<file path="src/design/nnis_pkg.sv">
`timescale 1ns / 1ps
// ----------------------------------------------------------------------------
// nnis_pkg
// Shared types, constants and helpers of the nearest-neighbor image scaler.
// ----------------------------------------------------------------------------
package nnis_pkg;

  localparam int MAX_DIM_DEF = 256;
  localparam int COORD_W     = 8;
  localparam int DIM_W       = 9;
  localparam int PIX_W       = 32;
  localparam int BYTES_W     = 3;
  localparam int CFG_IDX_W   = 3;
  localparam int CFG_DATA_W  = 9;
  localparam int PROD_W      = COORD_W + DIM_W;
  localparam int QUOT_W      = DIM_W;
  localparam int QUEUE_DEPTH = 2;

  localparam logic [CFG_IDX_W-1:0] REG_SRC_WIDTH  = 3'd0;
  localparam logic [CFG_IDX_W-1:0] REG_SRC_HEIGHT = 3'd1;
  localparam logic [CFG_IDX_W-1:0] REG_DST_WIDTH  = 3'd2;
  localparam logic [CFG_IDX_W-1:0] REG_DST_HEIGHT = 3'd3;
  localparam logic [CFG_IDX_W-1:0] REG_SRC_BYTES  = 3'd4;
  localparam logic [CFG_IDX_W-1:0] REG_DST_BYTES  = 3'd5;
  localparam logic [CFG_IDX_W-1:0] REG_Y_REVERSE  = 3'd6;

  localparam logic CMD_LOAD  = 1'b0;
  localparam logic CMD_FETCH = 1'b1;

  typedef enum logic [1:0] {
    OP_LOAD,
    OP_FETCH,
    OP_RANGE,
    OP_DROP
  } op_t;

  typedef enum logic [2:0] {
    S_IDLE,
    S_MUL,
    S_START,
    S_DIV,
    S_READ,
    S_OUT
  } bstate_t;

  // effective configuration
  typedef struct packed {
    logic [DIM_W-1:0] sw;
    logic [DIM_W-1:0] sh;
    logic [DIM_W-1:0] dw;
    logic [DIM_W-1:0] dh;
    logic [PIX_W-1:0] mask;
    logic             y_rev;
  } cfg_t;

  // queue word
  typedef struct packed {
    op_t                kind;
    logic [COORD_W-1:0] x;
    logic [COORD_W-1:0] y;
    logic [PIX_W-1:0]   pixel;
  } entry_t;

  function automatic logic [DIM_W-1:0] clamp_dim(input logic [DIM_W-1:0] v, input int maxd);
    logic [DIM_W-1:0] r;
    r = v;
    if (v == '0) r = DIM_W'(1);
    else if (int'(v) > maxd) r = DIM_W'(maxd);
    return r;
  endfunction

  function automatic logic [BYTES_W-1:0] clamp_bytes(input logic [BYTES_W-1:0] v);
    logic [BYTES_W-1:0] r;
    r = v;
    if (v == '0) r = BYTES_W'(1);
    else if (v > BYTES_W'(4)) r = BYTES_W'(4);
    return r;
  endfunction

  function automatic logic [PIX_W-1:0] byte_mask(input logic [BYTES_W-1:0] n);
    logic [PIX_W-1:0] m;
    case (n)
      3'd1: m = 32'h0000_00FF;
      3'd2: m = 32'h0000_FFFF;
      3'd3: m = 32'h00FF_FFFF;
      default: m = 32'hFFFF_FFFF;
    endcase
    return m;
  endfunction

endpackage

</file>
<file path="src/design/nnis_front.sv">
`timescale 1ns / 1ps
// ----------------------------------------------------------------------------
// nnis_front
// Accepts command words and classifies them into store loads, fetches,
// out-of-range fetches and dropped loads before they enter the queue.
// ----------------------------------------------------------------------------
module nnis_front #(
  parameter int MAX_DIM = nnis_pkg::MAX_DIM_DEF
) (
  input  logic                         start,
  input  logic                         busy,
  input  logic                         command,
  input  logic [nnis_pkg::COORD_W-1:0] coord_x,
  input  logic [nnis_pkg::COORD_W-1:0] coord_y,
  input  logic [nnis_pkg::PIX_W-1:0]   pixel_in,
  input  nnis_pkg::cfg_t               cfg,
  output logic                         push,
  output nnis_pkg::entry_t             word
);
  import nnis_pkg::*;

  logic in_store;
  logic in_dst;
  op_t  kind;

  assign in_store = (int'(coord_x) < MAX_DIM) && (int'(coord_y) < MAX_DIM);
  assign in_dst   = ({1'b0, coord_x} < cfg.dw) && ({1'b0, coord_y} < cfg.dh);

  always_comb begin
    if (command == CMD_LOAD) begin
      kind = in_store ? OP_LOAD : OP_DROP;
    end else begin
      kind = in_dst ? OP_FETCH : OP_RANGE;
    end
  end

  assign push       = start && !busy && (kind != OP_DROP);
  assign word.kind  = kind;
  assign word.x     = coord_x;
  assign word.y     = coord_y;
  assign word.pixel = pixel_in;

endmodule

</file>
<file path="config.mk">
export PLATFORM = sky130hd
export DESIGN_NAME = nnis_front
export DESIGN_NICKNAME = d
export VERILOG_FILES = /design/src/design/nnis_pkg.sv /design/src/design/nnis_front.sv
export SDC_FILE = /design/constraint.sdc
export NUM_CORES = 1
export LEC_CHECK = 0
export ABC_AREA = 1
export BUFFER_PORTS_ARGS = -buffer_cell sky130_fd_sc_hd__buf_2
export CAP_MARGIN = 30
export CORE_AREA = 2 2 66 68
export DETAILED_ROUTE_END_ITERATION = 10
export DIE_AREA = 0 0 68 70
export PLACE_DENSITY = 0.73
export SETUP_SLACK_MARGIN = 0.1
export SLEW_MARGIN = 20
export SYNTH_ARGS = -nofsm -noshare
export SYNTH_HDL_FRONTEND = slang
export SYNTH_SLANG_ARGS = --single-unit
</file>
<file path="constraint.sdc">
create_clock -name vclk -period 1.79
set_input_delay 0.358 -clock vclk [all_inputs]
set_output_delay 0.358 -clock vclk [all_outputs]
set_load 0.03 [all_outputs]
</file>
==> impl_metrics.tcl, run 1 <==
set metrics [dict create \
    leakagePower_nw 0.6806 \
    viasPerCell 4.056 \
    start_util 0.2243 \
    end_kind "output pin" \
    yosysWarningCount 0 \
    die_area_um2 4760 \
    critical_path_class "input pin to output pin" \
    power_frac_comb 1.000 \
    timing.final.max_slew_violations 0 \
    chipHeight_um 70 \
    postSynthCellCount 155 \
    grt_use_total 0.07995 \
    crit_path_end "word[48]" \
    ant_nets 0 \
    p_total_uw 355.5 \
    netSwitchingPower_uw 196.7 \
    yosys.area_share.simple 0.2624 \
    syn_nets 289 \
    synth_top_family_by_area "buffers and inverters" \
    fill_cells 447 \
    drt_pass1_iterations 3 \
    timing.critical_path.buf_inv 4 \
    crit_slowest_cell "ha_4" \
    holdBufCountCts 0 \
    dp_slack_ps -169.5 \
    drc 0 \
    cp-startpoint "cfg[43]" \
    switching_share 0.5533 \
    worst-path-stages 11 \
    relSlewSlack 0.8892 \
    status "finished clean" \
    netlist_area_um2 929.6 \
    synthAdderAreaFrac 0.1884 \
    seq_cell_count 0 \
    crit_path_max_fanout 2 \
    fin_crit_sh 0.9817 \
    final_area_um2 1267 \
    n_antenna_cell 0 \
    synth_area_per_cell_um2 5.998 \
    synth.top_cell.area_share 0.3876 \
    fp-row-count 24 \
    slowest_delay_ps 270 \
    synth_top_cell_by_area "buf_4" \
    port_buffers 56 \
    grt_overflow_total 0 \
    finalHoldViolCount 0 \
    grt_pass1_vias 794 \
    rsz0062_at_grt "true" \
    fin_ws_ps 32.81 \
    critPathTopFamily "simple AND/OR/NAND/NOR gates" \
    regArea_um2 0 \
    cap_viol_max_count 0 \
    wl_mm 2.166 \
    final.min_clock_period_ps 1757 \
    core_area_um2 4144 \
    clock.fmax_mhz 569.1 \
    cp-start-kind "input pin" \
    drive_gt1_frac 0.7073 \
    synth_cell_types 10 \
    irDropWorstVdd_mv 0.07983 \
    placed_area_um2 919.6 \
    die_w_um 68 \
    multi_input_area_um2 733.2 \
    cp_cell_sequence "buf_2 -> inv_1 -> ha_4 -> inv_1 -> a21oi_1 -> nand2_1 -> nand3_1 -> nand2_1 -> nand3_2 -> nor2_2 -> buf_6" \
    n_clock_buffer 0 \
    wl_per_cell_um 10.03 \
    synthToLayoutAreaGrowth_pct 36.34 \
    synth_mux_area_frac 0 \
    crit_arrival_ps 1400 \
    grt_max_degree 4 \
    dpl.hpwl_mm 1.697 \
    seq_area_frac_synth 0 \
    vias 876 \
    setup_viol 0 \
    tightestPinTransition_ps 165.9 \
    num_io_pins 171 \
    hold_path_class "input pin to output pin" \
    grt_first_pass_wirelength_mm 3.070 \
    grt_antenna_before_repair 0 \
    cellPowerDensity_nw_per_um2 280.5 \
    nNetsFinal 300 \
    clock_power_share 0 \
    p_int_uw 158.8 \
    first_iter_violations 7 \
    place.gp.congestion 0.7296 \
    pwr-share-seq 0 \
    ys_top_cells_by_area "buf_4 39%, ha_1 19%, inv_1 13%" \
    synth_compound_area_frac 0.03230 \
    synth_xor_area_frac 0 \
    required_ps 1430 \
]
-- Yosys cell counts --
library cell  instances
nand2_1              31
nor2_1               10
ha_1                 14
inv_1                32
a21boi_0              2
nor2_4                2
nand2_2               2
a21oi_1               3
buf_4                48
nand3_1              11
-- area by class of cell --
class | count | share of cell area
well taps | 52 | 0.05133
multi-input cells | 75 | 0.5785
repair buffers | 57 | 0.2695
inverters | 32 | 0.1007
-- through the flow --
stage	hold slack [ps]	TNS, ps	utilization	std cells
floorplan	827.8	0	-	155
global placement	716.2	-269.9	0.2219	215
CTS	716.2	0	0.2742	215
global route	716.0	-88.70	0.3059	216
detailed placement	716.2	-272.9	0.2219	215
finish	716.0	0	0.3059	216
-- kinds of logic (layout without fill, tap and decap cells) --
kind of cell / count (synthesis) / after routing
adder cells (fa/ha/maj): 14 / 14
AND/OR/NAND/NOR: 56 / 56
buffers and inverters: 80 / 89
AO/OA/AOI/OAI: 5 / 5
-- routing by layer --
layer / track usage / share of wire
met4: 0.01778 / 0.024
met1: 0.08008 / 0.35
met3: 0.02415 / 0.13
met5: 0 / 0
met2: 0.1543 / 0.50
-- worst min path at each step --
stage / from / endpoint / depth (start not counted)
2_1_floorplan: busy / push / 1
3_3_place_gp: pixel_in[18] / word[18] / 0
3_5_place_dp: pixel_in[18] / word[18] / 0
4_1_cts: pixel_in[18] / word[18] / 0
5_1_grt: pixel_in[11] / word[11] / 0
6_report: pixel_in[11] / word[11] / 0
-- power groups by stage --
stage | clock [mW] | combinational [mW] | sequential (mW)
floorplan | 0 | 0.319 | 0
global placement | 0 | 0.242 | 0
detailed placement | 0 | 0.246 | 0
CTS | 0 | 0.319 | 0
global route | 0 | 0.393 | 0
finish | 0 | 0.355 | 0
-- timing repair --
action,CTS,global route
resized for setup,44,31
setup endpoints to repair,2,2
pin swaps,22,24
setup buffers,0,1
-- placed cells by master (no fill, tap or decap), types with 4 or more instances in the layout --
cell and instances:
buf_2 48, nand2_1 21, inv_1 18, ha_4 13, inv_2 11, nand2_2 11
nand3_2 8, buf_6 7, nor2_4 5, nor2_2 4
Note: power is estimated with default switching activity, not from simulation.
==> run 2, diff against run 1 <==
--- a/config.mk
+++ b/config.mk
@@ -11,7 +11,7 @@
 export CORE_AREA = 2 2 66 68
 export DETAILED_ROUTE_END_ITERATION = 10
 export DIE_AREA = 0 0 68 70
-export PLACE_DENSITY = 0.73
+export PLACE_DENSITY = 0.72
 export SETUP_SLACK_MARGIN = 0.1
 export SLEW_MARGIN = 20
 export SYNTH_ARGS = -nofsm -noshare
==> run 2 against run 1 <==
Compared with the run above: die area is the same; fmax fell by 0.60%; sequential share of layout area unchanged; utilization grew 1.1 points; critical path depth shrank 1; routed wire length is 3.2% higher; first-iteration DRC count increased by 14%; count of clock-buffer cells in the layout unchanged; global-route usage is 0.42 points higher; total power rose by 7.4%; final cell count stayed put; worst setup slack worse by 11 ps; highest routed layer unchanged.
==> impl_metrics.tcl, run 2 (same netlist as run 1, synthesis figures left out) <==
set metrics [dict create \
    grt_antenna_before_repair 0 \
    end_kind "output pin" \
    nNetsFinal 300 \
    n_antenna_cell 0 \
    place.gp.congestion 0.7098 \
    die_area_um2 4760 \
    crit_arrival_ps 1410 \
    die_w_um 68 \
    grt_overflow_total 0 \
    port_buffers 56 \
    drt_pass1_iterations 2 \
    cp-start-kind "input pin" \
    regArea_um2 0 \
    wl_per_cell_um 10.35 \
    dpl.hpwl_mm 1.687 \
    chipHeight_um 70 \
    finalSetupTns_ps 0 \
    clock.fmax_mhz 565.7 \
    status "finished clean" \
    start_util 0.2243 \
    fin_crit_sh 0.9876 \
    layout_commonest_cell "buf_2" \
    layout_common_cells "46 x buf_2, 18 x nand2_1, 16 x inv_1" \
    setup_viol 0 \
    num_io_pins 171 \
    wl_mm 2.235 \
    leakagePower_nw 0.6916 \
    n_clock_buffer 0 \
    drive_gt1_frac 0.7500 \
    timing.final.max_slew_violations 0 \
    crit_path_max_fanout 3 \
    fp-row-count 24 \
    final.min_clock_period_ps 1768 \
    finalHoldViolCount 0 \
    hold_path_class "input pin to output pin" \
    tightestPinTransition_ps 169.1 \
    critical_path_class "input pin to output pin" \
    grt_first_pass_wirelength_mm 3.243 \
    cp-startpoint "cfg[39]" \
    synthToLayoutAreaGrowth_pct 41.45 \
    irDropWorstVdd_mv 0.07186 \
    grt_pass1_vias 808 \
    grt_max_degree 4 \
    cap_viol_max_count 0 \
    cellPowerDensity_nw_per_um2 290.2 \
    ant_nets 0 \
    drc 0 \
    rsz0062_at_grt "true" \
    grt_use_total 0.08414 \
    core_area_um2 4144 \
    relSlewSlack 0.8866 \
    vias 871 \
    first_iter_violations 8 \
    required_ps 1430 \
    viasPerCell 4.032 \
    whs_ps 716.0 \
    seq_cell_count 0 \
    min-delay-start "pixel_in[19]" \
]
[run 2: metal layers]
layer  GRT usage  routed length [µm]  up-vias  part of all wire
li1            -                   -      437                 -
met2      0.1597                1122       42              0.50
met3     0.02415                 290       10              0.13
met1     0.08887                 798      382              0.36
met5           0                   0        -                 0
met4     0.01556                  24        0             0.011
[run 2: per-stage QoR]
stage	power, mW	cells	setup WS, ps	utilization	area (µm²)
after floorplan	0.3187	155	107.9	-	934.6
after global placement	0.2416	215	-180.9	0.2219	919.6
after detailed placement	0.2464	215	-177.1	0.2219	919.6
after CTS	0.3351	215	21.52	0.2853	1182
after global routing	0.4210	216	-70.03	0.3173	1315
final	0.3816	216	22.21	0.3173	1315
[run 2: layout make-up]
| class | count | area (µm²) |
|---|---|---|
| timing repair buffer | 57 | 346.6 |
| tap | 52 | 65.06 |
| multi-input combinational | 75 | 775.7 |
| fill | 457 | 2829 |
| inverter | 32 | 127.6 |
[run 2: worst paths after layout]
| check | endpoint | slack [ps] | cells after the start |
|---|---|---|---|
| setup / recovery | word[49] | 20 | 10 |
| hold / removal | word[19] | 720 | 0 |
[run 2: worst max-delay path, cell delays in order]
cell	delay [ps]
buf_2	100
inv_2	70
ha_4	210
nand2_1	60
nand2_1	60
a21boi_2	180
nand3_4	90
nor2_4	100
nor2_2	40
buf_6	130
[run 2: power breakdown]
part	internal (mW)	leakage, nW	switching (mW)	total, mW
sequential	0	0	0	0
combinational	0.172	0.692	0.210	0.382
clock	0	0	0	0
[run 2: timing repair]
| item | in CTS | in global routing |
|---|---|---|
| endpoints found under the setup margin | 2 | 2 |
| endpoints found under the hold margin | 0 | 0 |
| resized for setup | 56 | 33 |
| buffers inserted | 0 | 1 |
| hold buffers | 0 | 0 |
| pin swaps | 28 | 19 |
