[config.mk]
export PLATFORM = sky130hd
export DESIGN_NAME = nnis_queue
export DESIGN_NICKNAME = d
export VERILOG_FILES = /design/src/design/nnis_pkg.sv /design/src/design/nnis_queue.sv
export SDC_FILE = /design/constraint.sdc
export NUM_CORES = 1
export LEC_CHECK = 0
export BUFFER_PORTS_ARGS = -buffer_cell sky130_fd_sc_hd__buf_4
export CORE_MARGIN = 1
export CORE_UTILIZATION = 51
export DETAILED_ROUTE_END_ITERATION = 10
export GPL_TIMING_DRIVEN = 0
export PLACE_DENSITY = 0.76
export SETUP_SLACK_MARGIN = 0.02
export SLEW_MARGIN = 20
export SYNTH_ARGS = -nofsm -noshare
export SYNTH_HDL_FRONTEND = slang
export SYNTH_SLANG_ARGS = --single-unit
[constraint.sdc]
create_clock -name clk -period 3.6 [get_ports clk]
set_clock_uncertainty 0.1 [all_clocks]
set_input_delay 0.36 -clock clk [delete_from_list [all_inputs] [get_ports clk]]
set_output_delay 0.36 -clock clk [all_outputs]
set_load 0.01 [all_outputs]
[src/design/nnis_pkg.sv]
`timescale 1ns / 1ps
// ----------------------------------------------------------------------------
// nnis_pkg
// Shared types, constants and helpers of the nearest-neighbor image scaler.
// ----------------------------------------------------------------------------
package nnis_pkg;

  localparam int MAX_DIM_DEF = 256;
  localparam int COORD_W     = 8;
  localparam int DIM_W       = 9;
  localparam int PIX_W       = 32;
  localparam int BYTES_W     = 3;
  localparam int CFG_IDX_W   = 3;
  localparam int CFG_DATA_W  = 9;
  localparam int PROD_W      = COORD_W + DIM_W;
  localparam int QUOT_W      = DIM_W;
  localparam int QUEUE_DEPTH = 2;

  localparam logic [CFG_IDX_W-1:0] REG_SRC_WIDTH  = 3'd0;
  localparam logic [CFG_IDX_W-1:0] REG_SRC_HEIGHT = 3'd1;
  localparam logic [CFG_IDX_W-1:0] REG_DST_WIDTH  = 3'd2;
  localparam logic [CFG_IDX_W-1:0] REG_DST_HEIGHT = 3'd3;
  localparam logic [CFG_IDX_W-1:0] REG_SRC_BYTES  = 3'd4;
  localparam logic [CFG_IDX_W-1:0] REG_DST_BYTES  = 3'd5;
  localparam logic [CFG_IDX_W-1:0] REG_Y_REVERSE  = 3'd6;

  localparam logic CMD_LOAD  = 1'b0;
  localparam logic CMD_FETCH = 1'b1;

  typedef enum logic [1:0] {
    OP_LOAD,
    OP_FETCH,
    OP_RANGE,
    OP_DROP
  } op_t;

  typedef enum logic [2:0] {
    S_IDLE,
    S_MUL,
    S_START,
    S_DIV,
    S_READ,
    S_OUT
  } bstate_t;

  // effective configuration
  typedef struct packed {
    logic [DIM_W-1:0] sw;
    logic [DIM_W-1:0] sh;
    logic [DIM_W-1:0] dw;
    logic [DIM_W-1:0] dh;
    logic [PIX_W-1:0] mask;
    logic             y_rev;
  } cfg_t;

  // queue word
  typedef struct packed {
    op_t                kind;
    logic [COORD_W-1:0] x;
    logic [COORD_W-1:0] y;
    logic [PIX_W-1:0]   pixel;
  } entry_t;

  function automatic logic [DIM_W-1:0] clamp_dim(input logic [DIM_W-1:0] v, input int maxd);
    logic [DIM_W-1:0] r;
    r = v;
    if (v == '0) r = DIM_W'(1);
    else if (int'(v) > maxd) r = DIM_W'(maxd);
    return r;
  endfunction

  function automatic logic [BYTES_W-1:0] clamp_bytes(input logic [BYTES_W-1:0] v);
    logic [BYTES_W-1:0] r;
    r = v;
    if (v == '0) r = BYTES_W'(1);
    else if (v > BYTES_W'(4)) r = BYTES_W'(4);
    return r;
  endfunction

  function automatic logic [PIX_W-1:0] byte_mask(input logic [BYTES_W-1:0] n);
    logic [PIX_W-1:0] m;
    case (n)
      3'd1: m = 32'h0000_00FF;
      3'd2: m = 32'h0000_FFFF;
      3'd3: m = 32'h00FF_FFFF;
      default: m = 32'hFFFF_FFFF;
    endcase
    return m;
  endfunction

endpackage

[src/design/nnis_queue.sv]
`timescale 1ns / 1ps
// ----------------------------------------------------------------------------
// nnis_queue
// Short in-order queue of classified words between front and back end.
// ----------------------------------------------------------------------------
module nnis_queue (
  input  logic             clk,
  input  logic             rst,
  input  logic             push,
  input  nnis_pkg::entry_t wdata,
  input  logic             pop,
  output nnis_pkg::entry_t head,
  output logic             empty,
  output logic             full
);
  import nnis_pkg::*;

  localparam int PTR_W = (QUEUE_DEPTH > 1) ? $clog2(QUEUE_DEPTH) : 1;
  localparam int CNT_W = $clog2(QUEUE_DEPTH + 1);

  entry_t           slots [QUEUE_DEPTH];
  logic [PTR_W-1:0] wr_ptr;
  logic [PTR_W-1:0] rd_ptr;
  logic [CNT_W-1:0] count;
  logic [CNT_W-1:0] count_next;

  assign empty = (count == '0);
  assign full  = (count == CNT_W'(QUEUE_DEPTH));
  assign head  = slots[rd_ptr];

  always_comb begin
    count_next = count;
    if (push && !pop) count_next = count + CNT_W'(1);
    else if (pop && !push) count_next = count - CNT_W'(1);
  end

  always_ff @(posedge clk) begin
    if (rst) begin
      wr_ptr <= '0;
      rd_ptr <= '0;
      count  <= '0;
    end else begin
      count <= count_next;
      if (push) begin
        wr_ptr <= (wr_ptr == PTR_W'(QUEUE_DEPTH - 1)) ? '0 : wr_ptr + PTR_W'(1);
      end
      if (pop) begin
        rd_ptr <= (rd_ptr == PTR_W'(QUEUE_DEPTH - 1)) ? '0 : rd_ptr + PTR_W'(1);
      end
    end
  end

  always_ff @(posedge clk) begin
    if (push) slots[wr_ptr] <= wdata;
  end

  a_no_overflow: assert property (@(posedge clk) disable iff (rst) push |-> (!full || pop))
    else $error("queue written while full");
  a_count_bound: assert property (@(posedge clk) disable iff (rst)
    count <= CNT_W'(QUEUE_DEPTH))
    else $error("queue count beyond depth");

endmodule

==> metrics.md, run 1 <==
| Metric | Value |
|---|---|
| Tot GR Track Use | between 10% and 20% |
| Relative max-transition margin | a little over half |
| Cell repeated most along the worst path | buf_2 |
| Routed wire per std cell | 15.5 um |
| Nets | approximately 350 |
| Worst path arrival time | roughly 1.6 ns |
| Port buffer count | 105 |
| Die Ht | just under 90 um |
| Top-area cell type share of the netlist area | 78.9% |
| Ant diodes | 0 |
| Layout cell share with drive strength beyond 1 | 58.1% |
| CTS hold repair buffers | 0 |
| Count leader, synth | edfxtp_1 |
| Max Cap Viol | 0 |
| Resized Gates After CTS | 0 |
| Met1 WL | between 2 and 2.5 mm |
| Drt total wl | 6.19 mm |
| Vias in the first global route | 1980 |
| Worst Max-Slew Pin Slew | about 0.69 ns |
| Worst EP required | 3.14 ns |
| Num CTS Buffers | 9 |
| Antenna violations before repair | 0 |
| Max Slew Vio Count | 0 |
| Core Util, Final | 68.8% |
| Async set-reset flop share out of synthesis | 0% |
| Cell taking the most area after synthesis | edfxtp_1 |
| Critical path class | reg2out |
| Most instantiated cells after synthesis | 100 x edfxtp_1, 46 x mux2_2, 6 x buf_2, 5 x dfxtp_1, 5 x nor2_1 |
| Fin cells | 400 |
| Critical-path maximum fanout | 10 |
| Cells after DPL | approximately 380 |
| Setup WS pre-CTS | 1.90 ns |
| H-tree depth | 3 |
| GRT overflow | 0 |
| Root Buffer | clkbuf_8 |
| DRT antenna net count | 0 |
| # setup viols final | 0 |
| Final hold vios | 0 |
| Cell Pwr Density | approximately 500 mW/mm2 |
| Post-CTS Repair Setup Buffers | 0 |
| Area grow syn2layout | 30.4% |
| Area after DPL | approximately 0.0048 mm2 |
| Largest cells by area after synthesis | edfxtp_1 79%, mux2_2 14%, dfxtp_1 2.6%, mux2_1 1.2%, buf_2 0.79% |
| Final Cycle Share | 57.6% |
| Num rows | 31 |
| CP max stage delay | between 0.3 and 0.4 ns |
| Crit path cell chain | buf_2, buf_2, mux2_2, buf_4 |
| Total clock sinks | approximately 110 |
| Minimum clock period | roughly 2.1 ns |
| Total number of vias | just under 2000 |
| Outcome | finished clean |
| Pre-antenna DRT Iters | 4 |
| Netlist cell types | 16 |
| EDFF count, synth | 100 |
| Initial core utilization | roughly 53% |
| Die W | between 80 and 90 um |
| Largest net degree at the start of global routing | 51 |
| Clock Latency Late Sink | 0.35 ns |
| WL met2 | between 3 and 4 mm |
| Max Fclk | 0.483 GHz |
| RSZ-0062 raised after global routing | false |
| Synth Instances | approximately 180 |
| Final worst setup slack | 1.53 ns |
| CTS tree | built |
| DR vias/cell | slightly below 5 |
| Most common flop cell mapped by yosys | edfxtp_1 |
| Met3 WL | between 300 and 400 um |
| Mapped Nets | between 200 and 250 |
| Sequential area share after synthesis | roughly 82% |
| Drt initial violations | 53 |
| Highest metal used | met4 |
| Yosys reg bits | between 100 and 150 |
| Clk pin slew, worst setup/hold paths | ~0.10 ns |
| Yosys warns | 0 |
| Top-Level Pins | between 100 and 150 |
| Slowest CP cell | mux2_2 |
| LEAKAGE | around 1.9 nW |
| First-pass GRT wire length | between 9 and 10 mm |
| Final Cell Area | 0.00496 mm2 |
| Detailed Place HPWL | approximately 4.2 mm |
| Crit. End Element | output port |
| # DRC | 0 |
| Critical Path Start Type | register |
| Core ar. | between 0.007 and 0.008 mm2 |
| Peak VDD IR | roughly 0.3 mV |
| Synthesized area per cell | 21.4 um2 |
| DIE AREA | around 0.0078 mm2 |
| Clk buf depth | 2 |
| RePlAce Congestion | approximately 0.67 |
| Netlist Area Pre-Place | approximately 0.0038 mm2 |
| Worst min path class | in2reg |
## kinds of logic (layout without fill, tap and decap cells)
| kind of cell | after synthesis | in the layout | share of synthesized area [%] |
|---|---|---|---|
| xor gates and xnor gates | 4 | 4 | 0.921 |
| muxes | 50 | 50 | 14.8 |
| and+or+nand+nor | 9 | 9 | 1.22 |
| AOI/OAI and AO/OA | 2 | 2 | 0.263 |
| DFF | 105 | 105 | 81.6 |
| adders and majority gates | 1 | 1 | 0.329 |
| buffers and inverters | 7 | 130 | 0.888 |
## stage by stage
stage / hold WS [ns] / TNS [ns] / total power, mW
after floorplan: 0.329 / 0 / 1.64
after global placement: 0.380 / -44.59 / 1.81
after detailed placement: 0.399 / 0 / 1.83
after CTS: 0.0671 / 0 / 2.50
after global routing: 0.0569 / 0 / 2.58
final: 0.0812 / 0 / 2.48
## report_power, final
group / leakage [nW] / switching, mW / total, mW / internal (mW)
combinational: 0.802 / 0.156 / 0.353 / 0.197
clock: 0.0832 / 0.367 / 0.687 / 0.320
sequential: 0.980 / 0.0198 / 1.44 / 1.42
total: 1.87 / 0.543 / 2.48 / 1.94
## registers in the layout (all words and copies together) (netlist names), named ones only
register	count
slots	100
count	2
rd_ptr	1
wr_ptr	1
## cells in the final DEF, fill, tap and decap left out, drive strengths merged, types with 2 or more instances in the layout
cell type / synthesis / routed
nor2: 5 / 5
mux2: 50 / 50
edfxtp: 100 / 100
xor2: 2 / 2
dfxtp: 5 / 5
clkinvlp: 0 / 3
xnor2: 2 / 2
buf: 6 / 113
clkbuf: 0 / 11
## worst paths after layout
check / cells past startpoint / endpoint / startpoint / slack, ns
worst min register to register: 2 / count[1] / count[1] / 0.42
worst min-delay path: 1 / slots[0][11] / wdata[11] / 0.08
worst max-delay path: 4 / head[46] / register / 1.53
worst max register to register: 1 / slots[1][29] / wr_ptr / 2.04
## layer usage
metal / vias to the layer above / GRT usage, %
met2: 65 / 29.4
met4: 0 / 7.92
met3: 10 / 4.85
met1: 969 / 19.0
met5: - / 0
li1: 925 / -
## layout make-up
type / count / area (um2)
buffer: 6 / 30.0
clock buffer: 11 / 131
clock inverter: 5 / 56.3
fill: 531 / 2250
inverter: 1 / 3.75
multi-input combinational: 66 / 677
sequential: 105 / 3100
tap: 99 / 124
timing repair buffer: 107 / 836
## critical path, delay by kind of cell (launching register included)
kind / cells / cell delay (ns)
muxes: 1 / 0.38
DFF: 1 / 0.31
buffers and inverters: 3 / 0.56
(Power assumes the default switching activity.)
==> inputs of run 2 (changes only) <==
==> constraint.sdc (replaced) <==
create_clock -name clk -period 2.1 [get_ports clk]
set_clock_uncertainty 0.1 [all_clocks]
set_input_delay 0.21 -clock clk [delete_from_list [all_inputs] [get_ports clk]]
set_output_delay 0.21 -clock clk [all_outputs]
set_load 0.01 [all_outputs]
==> metrics.md, run 2 (synthesis gave the netlist of run 1 again) <==
| Metric | Value |
|---|---|
| Outcome | finished clean |
| Clock Latency Late Sink | between 0.3 and 0.4 ns |
| Resized Gates After CTS | 0 |
| Total clock sinks | between 100 and 150 |
| Setup tns final | 0 ns |
| First-pass GRT wire length | 10.5 mm |
| Clk buf depth | 2 |
| Max Fclk | 0.521 GHz |
| Nets | ~400 |
| RSZ-0062 raised after global routing | false |
| Vias in the first global route | roughly 2300 |
| Die Ht | 88.4 um |
| DRT antenna net count | 0 |
| Most frequent cells in the layout | 105 x buf_4, 100 x edfxtp_1, 51 x dlygate4sd3_1 |
| DR vias/cell | ~4.8 |
| Worst EP required | approximately 1.8 ns |
| Die W | a little under 90 um |
| Worst path arrival time | roughly 1.6 ns |
| Final hold vios | 0 |
| Initial core utilization | a little over half |
| Critical path class | reg2out |
| GRT overflow | 0 |
| RePlAce Congestion | between 0.6 and 0.7 |
| Tot GR Track Use | about a fifth |
| Final Cycle Share | 91.4% |
| Power, Total | 4.48 mW |
| Max Slew Vio Count | 0 |
| DIE AREA | about 0.008 mm2 |
| Routed wire per std cell | approximately 16 um |
| Area grow syn2layout | 44.3% |
| Detailed Place HPWL | 4.07 mm |
| Clk pin slew, worst setup/hold paths | approximately 0.080 ns |
| # setup viols final | 0 |
| Top reg by flops | slots |
| Pre-antenna DRT Iters | 4 |
| Crit. End Element | output port |
| Port buffer count | between 100 and 150 |
| Critical-path maximum fanout | 10 |
| CTS tree | built |
| Most common cell after layout, fill and taps aside | buf_4 |
| Cell Pwr Density | 816 mW/mm2 |
| Max reg flops | 100 |
| Num CTS Buffers | 9 |
| Peak VDD IR | around 0.7 mV |
| Total number of vias | approximately 2200 |
| Leading registers by flop count | slots: 100 flops, count: 2 flops |
| Ant diodes | 0 |
| Worst min path class | in2reg |
| Critical Path Start Type | register |
| LEAKAGE | around 2.1 nW |
| Root Buffer | clkbuf_8 |
| Minimum clock period | between 1.5 and 2 ns |
| # DRC | 0 |
| Worst Max-Slew Pin Slew | approximately 0.68 ns |
| Relative max-transition margin | 54.9% |
| Max Cap Viol | 0 |
| Top-Level Pins | between 100 and 150 |
| Num rows | 31 |
| Core ar. | just over 0.007 mm2 |
| H-tree depth | 3 |
| Largest net degree at the start of global routing | between 50 and 60 |
| Drt total wl | ~7.2 mm |
| Layout cell share with drive strength beyond 1 | between 40% and 50% |
| Antenna violations before repair | 0 |
| Drt initial violations | 54 |
[run 2: power breakdown]
group	switching [mW]	leakage (nW)	internal, mW
Sequential	0.0371	0.980	2.44
Combinational	0.291	1.01	0.397
Clock	0.612	0.108	0.705
Total	0.940	2.10	3.54
[run 2: worst max-delay path, cell delays in order (launching register included)]
cell	delay, ns
dfxtp_1	0.31
buf_2	0.15
buf_2	0.27
mux2_2	0.38
buf_4	0.15
[run 2: metrics by stage]
step / hold WS, ns / std cells / setup slack (ns) / cell area (um2) / util, %
CTS: 0.0291 / 451 / 0.155 / 5490 / 76.1
global route: 0.0622 / 451 / 0.0954 / 5490 / 76.1
floorplan: 0.179 / 178 / -0.0221 / 3810 / -
finish: 0.0412 / 451 / 0.181 / 5490 / 76.1
detailed placement: 0.297 / 384 / 0.540 / 4770 / 66.1
global placement: 0.295 / 382 / -0.667 / 4720 / 65.5
[run 2: final timing paths]
kind	startpoint	end	slack (ns)	cells past startpoint
setup / recovery	register	head[8]	0.18	4
setup reg to reg	wr_ptr	slots[1][16]	0.54	1
hold reg to reg	count[1]	count[1]	0.43	2
hold / removal	pop	register	0.04	3
[run 2: layer usage]
metal	GRT usage, %	vias to the layer above	routed length [um]
li1	-	1028	-
met5	0	-	0
met1	19.3	1049	2700
met4	8.50	0	140
met3	5.13	13	380
met2	35.9	73	3980
[run 2: timing repair]
| item | CTS | global route |
|---|---|---|
| endpoints found under the setup margin | 0 | 0 |
| buffers inserted | 0 | 0 |
| hold buffers | 51 | 0 |
| endpoints found under the hold margin | 105 | 0 |
[run 2: area by class of cell]
cell class	instances	area, um2
Clock buffer	13	149
Fill cell	457	1720
Inverter	1	3.75
Sequential cell	105	3100
Buffer	6	30.0
Clock inverter	3	65.1
Timing Repair Buffer	158	1340
Tap cell	99	124
Multi-Input combinational cell	66	677
